$ cat src/rtl/lag_pkg.sv
// Shared types and constants for the life automaton grid.
`default_nettype none
package lag_pkg;

	localparam int S_DATA_W = 16;
	localparam int M_DATA_W = 8;
	localparam int KIND_W   = 2;
	localparam int ROW_W    = 5;
	localparam int COL_W    = 5;
	localparam int ROW_LSB  = 0;
	localparam int COL_LSB  = ROW_LSB + ROW_W;
	localparam int WV_LSB   = COL_LSB + COL_W;

	typedef enum logic [KIND_W-1:0] {
		KIND_WRITE   = 2'd0,
		KIND_READ    = 2'd1,
		KIND_ADVANCE = 2'd2,
		KIND_CLEAR   = 2'd3
	} lag_kind_t;

	typedef enum logic [2:0] {
		ST_IDLE,
		ST_CELL_RD,
		ST_CELL_DATA,
		ST_CLEAR,
		ST_ADV_PRIME,
		ST_ADV_LOAD,
		ST_ADV_RUN,
		ST_DONE
	} lag_state_t;

	typedef struct packed {
		logic capture;
		logic cell_rd;
		logic cell_wr;
		logic cell_get;
		logic clr;
		logic adv_start;
		logic adv_load;
		logic adv_step;
		logic load_out;
	} lag_cmd_t;

	typedef struct packed {
		lag_kind_t kind;
		logic      last_row;
		logic      out_free;
	} lag_sts_t;

endpackage
`default_nettype wire

$ cat src/rtl/lag_ctrl.sv
// Sequencer for cell access, clear and generation sweep.
`default_nettype none
module lag_ctrl (
	input  wire logic              clk,
	input  wire logic              arst_n,
	input  wire logic              s_tvalid,
	input  wire logic [1:0]        s_tuser,
	output logic                   s_tready,
	input  wire lag_pkg::lag_sts_t sts,
	output lag_pkg::lag_cmd_t      cmd
);
	import lag_pkg::*;

	lag_state_t state_q, state_d;

	always_ff @(posedge clk or negedge arst_n) begin
		if (!arst_n) begin
			state_q <= ST_IDLE;
		end else begin
			state_q <= state_d;
		end
	end

	always_comb begin
		state_d  = state_q;
		cmd      = '0;
		s_tready = 1'b0;
		unique case (state_q)
			ST_IDLE: begin
				s_tready = 1'b1;
				if (s_tvalid) begin
					cmd.capture = 1'b1;
					unique case (lag_kind_t'(s_tuser))
						KIND_WRITE, KIND_READ: state_d = ST_CELL_RD;
						KIND_ADVANCE:          state_d = ST_ADV_PRIME;
						KIND_CLEAR:            state_d = ST_CLEAR;
						default:               state_d = ST_CLEAR;
					endcase
				end
			end
			ST_CELL_RD: begin
				cmd.cell_rd = 1'b1;
				state_d     = ST_CELL_DATA;
			end
			ST_CELL_DATA: begin
				// row word is back: merge for a write, pick the bit for a read
				if (sts.kind == KIND_WRITE) begin
					cmd.cell_wr = 1'b1;
				end else begin
					cmd.cell_get = 1'b1;
				end
				state_d = ST_DONE;
			end
			ST_CLEAR: begin
				cmd.clr = 1'b1;
				state_d = ST_DONE;
			end
			ST_ADV_PRIME: begin
				cmd.adv_start = 1'b1;
				state_d       = ST_ADV_LOAD;
			end
			ST_ADV_LOAD: begin
				cmd.adv_load = 1'b1;
				state_d      = ST_ADV_RUN;
			end
			ST_ADV_RUN: begin
				cmd.adv_step = 1'b1;
				if (sts.last_row) begin
					state_d = ST_DONE;
				end
			end
			ST_DONE: begin
				if (sts.out_free) begin
					cmd.load_out = 1'b1;
					state_d      = ST_IDLE;
				end
			end
			default: state_d = ST_IDLE;
		endcase
	end

endmodule
`default_nettype wire

$ cat src/rtl/lag_dp.sv
// Grid memory, row window, B3/S23 row update and result register.
`default_nettype none
module lag_dp #(
	parameter int ROWS    = 32,
	parameter int COLUMNS = 32
) (
	input  wire logic                         clk,
	input  wire logic                         arst_n,
	input  wire logic [lag_pkg::S_DATA_W-1:0] s_tdata,
	input  wire logic [1:0]                   s_tuser,
	input  wire logic                         m_tready,
	output logic                              m_tvalid,
	output logic [lag_pkg::M_DATA_W-1:0]      m_tdata,
	output logic [1:0]                        m_tuser,
	input  wire lag_pkg::lag_cmd_t            cmd,
	output lag_pkg::lag_sts_t                 sts
);
	import lag_pkg::*;

	localparam int RAW = $clog2(ROWS);
	localparam int CAW = $clog2(COLUMNS);

	// captured item
	lag_kind_t        kind_q;
	logic [ROW_W-1:0] row_q;
	logic [COL_W-1:0] col_q;
	logic             wv_q;

	// grid storage, one word per row; a row without its valid bit reads as dead
	logic [COLUMNS-1:0] mem [ROWS];
	logic [ROWS-1:0]    row_valid_q;
	logic [COLUMNS-1:0] rd_data_q;
	logic               rd_valid_q;
	logic [COLUMNS-1:0] rd_eff;

	logic               rd_en, wr_en;
	logic [RAW-1:0]     rd_addr, wr_addr;
	logic [COLUMNS-1:0] wr_data;

	// sweep state
	logic [RAW-1:0]     wr_row_q;
	logic [RAW:0]       ahead;
	logic               ahead_ok;
	logic [COLUMNS-1:0] win_above_q, win_cur_q;
	logic [COLUMNS-1:0] below, new_row;

	// cell access
	logic               in_grid;
	logic [RAW-1:0]     row_idx;
	logic [CAW-1:0]     col_idx;
	logic [COLUMNS-1:0] bit_mask, merged;
	logic               res_q;

	// result register
	logic            out_valid_q;
	logic            out_rv_q;
	lag_kind_t       out_kind_q;

	always_ff @(posedge clk) begin
		if (cmd.capture) begin
			kind_q <= lag_kind_t'(s_tuser);
			row_q  <= s_tdata[ROW_LSB +: ROW_W];
			col_q  <= s_tdata[COL_LSB +: COL_W];
			wv_q   <= s_tdata[WV_LSB];
		end
	end

	assign in_grid = (32'(row_q) < ROWS) && (32'(col_q) < COLUMNS);
	assign row_idx = RAW'(row_q);
	assign col_idx = CAW'(col_q);
	assign rd_eff  = rd_valid_q ? rd_data_q : '0;

	assign bit_mask = COLUMNS'(1) << col_idx;
	assign merged   = wv_q ? (rd_eff | bit_mask) : (rd_eff & ~bit_mask);

	assign ahead    = {1'b0, wr_row_q} + (RAW+1)'(2);
	assign ahead_ok = ahead < (RAW+1)'(ROWS);

	assign rd_en = cmd.cell_rd | cmd.adv_start | cmd.adv_load | (cmd.adv_step & ahead_ok);
	always_comb begin
		if (cmd.cell_rd) begin
			rd_addr = row_idx;
		end else if (cmd.adv_start) begin
			rd_addr = '0;
		end else if (cmd.adv_load) begin
			rd_addr = RAW'(1);
		end else begin
			rd_addr = ahead[RAW-1:0];
		end
	end

	assign wr_en   = (cmd.cell_wr & in_grid) | cmd.adv_step;
	assign wr_addr = cmd.cell_wr ? row_idx : wr_row_q;
	assign wr_data = cmd.cell_wr ? merged : new_row;

	always_ff @(posedge clk) begin
		if (wr_en) begin
			mem[wr_addr] <= wr_data;
		end
		if (rd_en) begin
			rd_data_q <= mem[rd_addr];
		end
	end

	always_ff @(posedge clk or negedge arst_n) begin
		if (!arst_n) begin
			row_valid_q <= '0;
			rd_valid_q  <= 1'b0;
		end else begin
			if (cmd.clr) begin
				row_valid_q <= '0;
			end else if (wr_en) begin
				row_valid_q[wr_addr] <= 1'b1;
			end
			if (rd_en) begin
				rd_valid_q <= row_valid_q[rd_addr];
			end
		end
	end

	// old rows above and at the sweep position; the row below comes from memory
	assign sts.last_row = (wr_row_q == RAW'(ROWS-1));
	assign below        = sts.last_row ? '0 : rd_eff;

	always_ff @(posedge clk) begin
		if (cmd.adv_start) begin
			wr_row_q    <= '0;
			win_above_q <= '0;
		end else if (cmd.adv_load) begin
			win_cur_q <= rd_eff;
		end else if (cmd.adv_step) begin
			wr_row_q    <= wr_row_q + RAW'(1);
			win_above_q <= win_cur_q;
			win_cur_q   <= below;
		end
	end

	// dead border on both sides so every column sees three cells per row
	logic [COLUMNS+1:0] ab_p, cu_p, be_p;
	assign ab_p = {1'b0, win_above_q, 1'b0};
	assign cu_p = {1'b0, win_cur_q, 1'b0};
	assign be_p = {1'b0, below, 1'b0};

	for (genvar c = 0; c < COLUMNS; c++) begin : g_col
		logic [3:0] cnt;
		assign cnt = 4'(ab_p[c]) + 4'(ab_p[c+1]) + 4'(ab_p[c+2])
			+ 4'(cu_p[c]) + 4'(cu_p[c+2])
			+ 4'(be_p[c]) + 4'(be_p[c+1]) + 4'(be_p[c+2]);
		assign new_row[c] = (cnt == 4'd3) | (win_cur_q[c] & (cnt == 4'd2));
	end

	always_ff @(posedge clk) begin
		if (cmd.capture) begin
			res_q <= 1'b0;
		end else if (cmd.cell_get) begin
			res_q <= in_grid & rd_eff[col_idx];
		end
	end

	always_ff @(posedge clk or negedge arst_n) begin
		if (!arst_n) begin
			out_valid_q <= 1'b0;
		end else if (cmd.load_out) begin
			out_valid_q <= 1'b1;
		end else if (m_tready) begin
			out_valid_q <= 1'b0;
		end
	end

	always_ff @(posedge clk) begin
		if (cmd.load_out) begin
			out_rv_q   <= (kind_q == KIND_READ) ? res_q : 1'b0;
			out_kind_q <= kind_q;
		end
	end

	assign sts.kind     = kind_q;
	assign sts.out_free = !out_valid_q || m_tready;

	assign m_tvalid = out_valid_q;
	assign m_tdata  = {(M_DATA_W-1)'(0), out_rv_q};
	assign m_tuser  = out_kind_q;

endmodule
`default_nettype wire

$ cat src/rtl/life_automaton_grid_top.sv
// Top level of the life automaton grid (B3/S23 on a bounded grid).
// Holds a ROWS x COLUMNS grid of cells, all dead after reset. Each input
// transaction carries a kind in s_tuser: write one cell, read one cell,
// advance one generation, or clear the grid; each gives exactly one output
// transaction echoing the kind, with the cell value for a read. Cells past
// the edge count as dead, and indexes past the grid make a write do nothing
// and a read return dead. One item is worked at a time. A cell write or read
// passes a row read, then a merge or bit pick, to the output register, and a
// clear one clear step; a generation reads rows 0 and 1, then the sweep updates
// one row per cycle from a two-row window of old rows plus the row below read
// from the grid memory, whose single read and write port set that pace. The
// next item is accepted in the cycle after a result is loaded; a waiting result
// holds the block only when the next result is ready to be loaded.
`default_nettype none
module life_automaton_grid_top #(
	parameter int ROWS    = 32,
	parameter int COLUMNS = 32
) (
	input  wire logic                         clk,
	input  wire logic                         arst_n,
	input  wire logic                         s_tvalid,
	output logic                              s_tready,
	input  wire logic [lag_pkg::S_DATA_W-1:0] s_tdata,  // row[4:0], column[9:5], write_value[10]
	input  wire logic [1:0]                   s_tuser,  // kind[1:0]
	output logic                              m_tvalid,
	input  wire logic                         m_tready,
	output logic [lag_pkg::M_DATA_W-1:0]      m_tdata,  // read_value[0]
	output logic [1:0]                        m_tuser   // done_kind[1:0]
);
	import lag_pkg::*;

	lag_cmd_t cmd;
	lag_sts_t sts;

	lag_ctrl u_ctrl (
		.clk      (clk),
		.arst_n   (arst_n),
		.s_tvalid (s_tvalid),
		.s_tuser  (s_tuser),
		.s_tready (s_tready),
		.sts      (sts),
		.cmd      (cmd)
	);

	lag_dp #(
		.ROWS    (ROWS),
		.COLUMNS (COLUMNS)
	) u_dp (
		.clk      (clk),
		.arst_n   (arst_n),
		.s_tdata  (s_tdata),
		.s_tuser  (s_tuser),
		.m_tready (m_tready),
		.m_tvalid (m_tvalid),
		.m_tdata  (m_tdata),
		.m_tuser  (m_tuser),
		.cmd      (cmd),
		.sts      (sts)
	);

endmodule
`default_nettype wire

$ cat config.mk
export PLATFORM = sky130hd
export DESIGN_NAME = life_automaton_grid_top
export DESIGN_NICKNAME = d
export VERILOG_FILES = /design/src/rtl/lag_pkg.sv /design/src/rtl/lag_ctrl.sv /design/src/rtl/lag_dp.sv /design/src/rtl/life_automaton_grid_top.sv
export SDC_FILE = /design/constraint.sdc
export NUM_CORES = 2
export LEC_CHECK = 0
export ABC_AREA = 1
export BUFFER_PORTS_ARGS = -buffer_cell sky130_fd_sc_hd__buf_2
export CAP_MARGIN = 40
export CORE_ASPECT_RATIO = 1.5
export CORE_MARGIN = 4
export CORE_UTILIZATION = 35
export CTS_CLUSTER_SIZE = 8
export DETAILED_ROUTE_END_ITERATION = 10
export PLACE_DENSITY = 0.47
export RECOVER_POWER = 25
export SLEW_MARGIN = 20
export SYNTH_ARGS = -nofsm -noshare
export SYNTH_HDL_FRONTEND = slang
export SYNTH_SLANG_ARGS = --single-unit
$ cat constraint.sdc
create_clock -name clk -period 9.8 [get_ports clk]
set_input_delay 0.49 -clock clk [delete_from_list [all_inputs] [get_ports clk]]
set_output_delay 0.49 -clock clk [all_outputs]
set_load 0.02 [all_outputs]
; ---- Word-level counts from Yosys, hierarchy flattened
; Memories as Yosys holds them, arrays and structs flattened. A register that Yosys moved wholly into a read port is not among the register bits.
; Cells that the tools add are included.
; Widths: inputs -> output; s select.
[totals]
ff_bits = 123
latchBits = 0
ramBits = 1024
rom_bits = 0
wordCells = 448
memories = 1
[op_classes]
add_sub_neg = 219
n_mul = 0
div_mod_pow = 0
n_lt_le_gt_ge = 5
eq_ne = 79
n_shift = 1
muxes = 40
n_bitwise = 75
reduce_logical = 14
[memory_table]
columns = memory, depth, width, rd, rd_clocked_by_memory_dff, wr, line_no
row1 = u_dp.mem, 32, 32, 1, 1, 1, lag_dp.sv:30  ; logic [COLUMNS-1:0] mem [ROWS];
[ops]
columns = cell, count
row1 = $add 4x1->4, 185
row2 = $eq 4x2->1 const B, 64
row3 = $mux 32, 8
row4 = $or 32x32->32, 2
row5 = $add 1x1->2, 31
row6 = $or 1x1->1, 36
row7 = $and 1x1->1, 33
row8 = $and 32x32->32, 1
row9 = $not 32->32, 1
row10 = $shl 1x5->32 const A, 1
row11 = $pmux 3 s7, 1
row12 = $mux 5, 4
row13 = $mux 1, 19
row14 = $lt 5x6->1 const B, 3
row15 = $eq 3x3->1 const B, 4
row16 = $bmux 1 s5, 2
row17 = $mux 3, 3
row18 = $pmux 3 s3, 1
row19 = $add 5x2->6 const B, 1
row20 = $eq 3x2->1 const B, 2
row21 = $lt 6x6->1 const B, 1
row22 = $reduce_bool 2->1, 3
row23 = $add 5x1->5 const B, 1
row24 = $demux 1 s5, 1
row25 = 18 further kinds, 25

; ---- Depth between registers and ports, before layout
[depth]
depth_word = 11
mapped_depth = 19

; ---- Modules after synthesis
; From an unflattened synthesis, not the netlist that was laid out.
[hier_totals]
cells_unflattened = 4683
hier_area_um2 = 53796.6
[by_module_without_submodules]
columns = module, instances, cells_each, area_per_inst_um2
row1 = lag_dp, 1, 4634, 53525.1
row2 = lag_ctrl, 1, 49, 271.5

; ---- Least setup slack after synthesis
; OpenSTA, ideal clock, no wires.
[synth_path]
kind = register to register
from = register u_dp.wr_row_q[1]
to = memory u_dp.mem[0][22], data pin
arrival_time_ps = 5704
path_slack_ps = 3533
path_stages_with_launch = 16
cell_sequence = dfxtp_1 > ha_1 > inv_1 > nor2_1 > ha_1 > buf_1 > clkbuf_1 > nor2_1 > inv_1 > fa_1 > fa_1 > inv_1 > fa_1 > inv_1 > fa_1 > o41ai_1
[synth_between]
elab_chain_cells = 9
elab_cells_between_ends = 10
cone_classes = add/sub: 3 / eq/ne: 3 / mux: 2 / bitwise: 2
[synth_rtl]
columns = item, line_no
row1 = start: declaration, lag_dp.sv:41  ; logic [RAW-1:0] wr_row_q;
row2 = start signal: assignment, lag_dp.sv:132  ; wr_row_q <= wr_row_q + RAW'(1);
row3 = $eq 5x5->1 (*), lag_dp.sv:122  ; assign sts.last_row = (wr_row_q == RAW'(ROWS-1));
row4 = $mux 32 (*), lag_dp.sv:123  ; assign below = sts.last_row ? '0 : rd_eff;
row5 = $add 4x1->4 (2 in a row), lag_dp.sv:148  ; + 4'(be_p[c]) + 4'(be_p[c+1]) + 4'(be_p[c+2]);
row6 = $add 4x1->4 (*), lag_dp.sv:148
row7 = $eq 4x2->1, lag_dp.sv:149  ; assign new_row[c] = (cnt == 4'd3) | (win_cur_q[c] & (cnt == 4'd2));
row8 = $and 1x1->1, lag_dp.sv:149
row9 = $or 1x1->1 (*), lag_dp.sv:149
row10 = $mux 32 (*), lag_dp.sv:94  ; assign wr_data = cmd.cell_wr ? merged : new_row;
row11 = named net u_dp.wr_data[22], lag_dp.sv:38  ; logic [COLUMNS-1:0] wr_data;
row12 = end: declaration, lag_dp.sv:30
; The timed path passes the listed nets; every way through them passes the cells marked *.

; ---- Worst setup path after layout
[layout_path]
from = register u_dp.wr_row_q[1]
to = memory u_dp.mem[5][30], data pin
; Same word-level chain as after synthesis.

==> results.sh <==
export IMPL_seq_area_sq_um=34800
export IMPL_multi_input_area_sq_um=15200
export IMPL_fin_ws_ns=3.24
export IMPL_final_antenna_net_count=0
export IMPL_drtIter0Drc=2597
export IMPL_worstSetupPathType="reg2reg"
export IMPL_synthArstFlopShare_pct=3.14
export IMPL_yosysTopAreaCellShare_pct=60.7
export IMPL_ys_types=47
export IMPL_synth_edff_count=1104
export IMPL_cts_resized=0
export IMPL_cts_sinks=1179
export IMPL_io_buffers=21
export IMPL_cts_made_buffers=165
export IMPL_synth_xor_area_share_pct=0.0321
export IMPL_first_pass_iters=6
export IMPL_core_sq_um=155000
export IMPL_worstPathArrival_ns=7.08
export IMPL_syn_inst=4895
export IMPL_grt_total_usage_pct=19.1
export IMPL_synth_top_family_by_area="compound AO/OA/AOI/OAI gates"
export IMPL_min_path_type="in2reg"
export IMPL_insertion_delay_ns=0.78
export IMPL_clock_skew_final_ns=0.0380
export IMPL_crit_path_max_fanout=32
export IMPL_num_fill_cells=14800
export IMPL_worst_slew_pin_transition_ns=3.39
export IMPL_clk_pin_slew_ns=0.05
export IMPL_ioPinCount=34
export IMPL_min_period_ns=6.56
export IMPL_critical_path_cell_chain="ha_1 -> inv_1 -> nor2_1 -> ha_1 -> clkbuf_1 -> inv_1 -> nand2_1 -> fa_1 -> fa_1 -> inv_1 -> fa_1 -> inv_1 -> fa_1 -> o41ai_2 -> buf_4"
export IMPL_post_place_ws_ns=4.60
export IMPL_required_ns=10.32
export IMPL_cts_max_level=4
export IMPL_path_delay_family="buffers and inverters"
export IMPL_max_stage_delay_ns=1.46
export IMPL_die_y_um=492
export IMPL_yosys_area_top_type="edfxtp_1"
export IMPL_rsz0062_at_grt="false"
export IMPL_dp_hpwl_um=88200
export IMPL_violations="max-capacitance violations, max-slew violations"
export IMPL_grt_pass1_wl_um=231000
export IMPL_placed_area_sq_um=57300
export IMPL_syn_to_final_growth_pct=13.3
export IMPL_final_area_sq_um=61900
export IMPL_crit_buf_inv=6
export IMPL_drive_gt1_share_pct=6.88
export IMPL_cts_tree="done"
export IMPL_utilization_pct=39.9
export IMPL_finalSetupViolations=0
export IMPL_cp_slowest_cell="clkbuf_1"
export IMPL_finalNetCount=5186
export IMPL_finalWirelength_um=155000
export IMPL_antenna_found_initial=2
export IMPL_yosys_warnings=0
export IMPL_max_freq_mhz=153
export IMPL_fin_crit_sh_pct=66.9
export IMPL_grt_ovfl_total=0
export IMPL_start_util_pct=35.2
export IMPL_post_cts_setup_buffers=0
export IMPL_row_count=177
export IMPL_maxSlewHeadroom_pct=-126
export IMPL_yosysSeqAreaShare_pct=63.8
export IMPL_avgSynthCellArea_sq_um=11.2
export IMPL_synthMuxAreaShare_pct=0
export IMPL_cp_end_kind="flop"
export IMPL_hold_viol_final=0
export IMPL_grt_max_degree=149
export IMPL_fp_dieW_um=331
export IMPL_synth_seq_cells=1179
export IMPL_status="complete, but fails checks"
export IMPL_max_cap_violations=20
export IMPL_die_area_sq_um=163000
export IMPL_wl_per_cell_um=22.1
export IMPL_synthAdderAreaFrac_pct=6.75
export IMPL_gp_congestion=0.812
export IMPL_vias_per_cell=5.05
export IMPL_vias=35600
export IMPL_drc=0
export IMPL_cp_start_kind="flop"
export IMPL_synth_cell_area_sq_um=54600
export IMPL_cts_hold_buf=15
export IMPL_ctsLongestPathBuffers=3
export IMPL_grt_pass1_vias=35400
export IMPL_synthTopCellsByArea="edfxtp_1 61%, inv_1 6.4%, o21ai_0 5.0%"
export IMPL_tns_ns=0
export IMPL_synthSimpleGateAreaFrac_pct=8.71
export IMPL_synth_compound_area_share_pct=11.9
export IMPL_final_max_slew_violation_count=683
export IMPL_synthFlopType="edfxtp_1"
export IMPL_cts_root_buf="clkbuf_16"
[state kept, by name (all words and copies together) (netlist names)]
name and cells:
u_dp.out_rv_q 1, u_dp.rd_data_q 32, u_dp.row_idx 5, u_dp.mem 1024, u_dp.row_valid_q 32, u_dp.wr_row_q 5
u_dp.wv_q 1, u_dp.kind_q 2, u_dp.res_q 1, u_dp.rd_valid_q 1, u_dp.col_idx 5, u_ctrl.state_q 3
u_dp.win_cur_q 32, u_dp.m_tuser 2, u_dp.win_above_q 32, u_dp.m_tvalid 1
[cells in the final DEF (no fill, tap or decap), types with 7 or more instances in the layout]
cell type and n:
o41ai_2 26, nand3_1 458, o311ai_0 7, inv_1 914, buf_4 77, inv_2 15
ha_1 98, clkbuf_1 58, a22oi_1 10, nand2_1 456, o211ai_1 130, a211oi_1 18
dlygate4sd3_1 15, o21ai_0 545, o21ai_1 163, clkbuf_16 166, fa_1 123, a21oi_1 258
clkinv_1 12, dfrtp_1 37, nor3_1 16, dfxtp_1 38, buf_2 13, nor2_1 150
edfxtp_1 1104, conb_1 7
[worst register-to-register path, stage by stage (launching register included)]
cell and delay [ns]:
dfxtp_1 0.43, ha_1 0.21, inv_1 0.05, nor2_1 0.16, ha_1 0.17, clkbuf_1 1.46, inv_1 0.61, nand2_1 0.35
fa_1 0.49, fa_1 0.55, inv_1 0.06, fa_1 0.43, inv_1 0.10, fa_1 0.44, o41ai_2 0.37, buf_4 0.38
[worst paths after layout]
kind,slack (ns),to,cells after the start,from
min reg2reg,0.50,u_dp.m_tuser[1],0,u_dp.kind_q[1]
min,0.28,u_dp.row_idx[4],1,s_tdata[4]
max in group asynchronous,7.62,u_dp.row_valid_q[2],3,arst_n
max,3.24,u_dp.mem[5][30],15,u_dp.wr_row_q[1]
min in group asynchronous,0.29,u_dp.row_valid_q[26],2,arst_n
max reg2reg,3.24,u_dp.mem[5][30],15,u_dp.wr_row_q[1]
[through the flow]
stage	hold WS [ns]	std cells
after floorplan	0.194	4901
after CTS	0.0439	7039
final	0.279	7044
after global routing	0.222	7042
after global placement	0.480	6808
after detailed placement	0.406	6817
[cell usage after synthesis (2+ instances only)]
| library cell | count |
|---|---|
| dfxtp_1 | 38 |
| o22ai_1 | 6 |
| o211ai_1 | 130 |
| inv_1 | 937 |
| clkbuf_1 | 102 |
| nor4_1 | 2 |
| buf_4 | 15 |
| dfrtp_1 | 37 |
| nand3_4 | 2 |
| a22oi_1 | 10 |
| o21ai_1 | 165 |
| a21oi_1 | 258 |
| nand3_1 | 457 |
| ha_1 | 98 |
| nor2_2 | 5 |
| nand2_1 | 456 |
| fa_1 | 123 |
| buf_6 | 4 |
| o41ai_1 | 26 |
| o2111ai_1 | 5 |
| o311ai_0 | 7 |
| inv_2 | 6 |
| clkbuf_2 | 11 |
| edfxtp_1 | 1104 |
| a31oi_1 | 6 |
| nand2_4 | 2 |
| nor3_1 | 16 |
| nor2_1 | 148 |
| o21ai_0 | 545 |
| a211oi_1 | 18 |
| buf_2 | 116 |
| buf_1 | 25 |
[layout make-up]
type	instances	share of cell area [%]
sequential	1179	56.3
timing repair buffer	148	1.94
multi-input combinational	2505	24.6
clock buffer	194	6.88
inverter	944	5.75
antenna	3	0.0121
clock inverter	13	0.370
tap	2058	4.16
[metal layers]
metal | track usage [%] | routed length, um | up-vias
li1 | - | - | 16800
met1 | 23.1 | 63300 | 17700
met2 | 34.5 | 81100 | 780
met3 | 2.50 | 5790 | 293
met4 | 6.67 | 5340 | 0
met5 | 0 | 0 | -
[cells by family after synthesis]
logic type | count (synthesis)
simple gates | 1091
fa+ha+maj | 221
flops | 1179
xor+xnor | 2
other cells | 1
compound gates | 1184
buf+inv | 1217
Power is not shown: default switching activity piles up to over one toggle a cycle in this logic, so the estimate is an artifact.
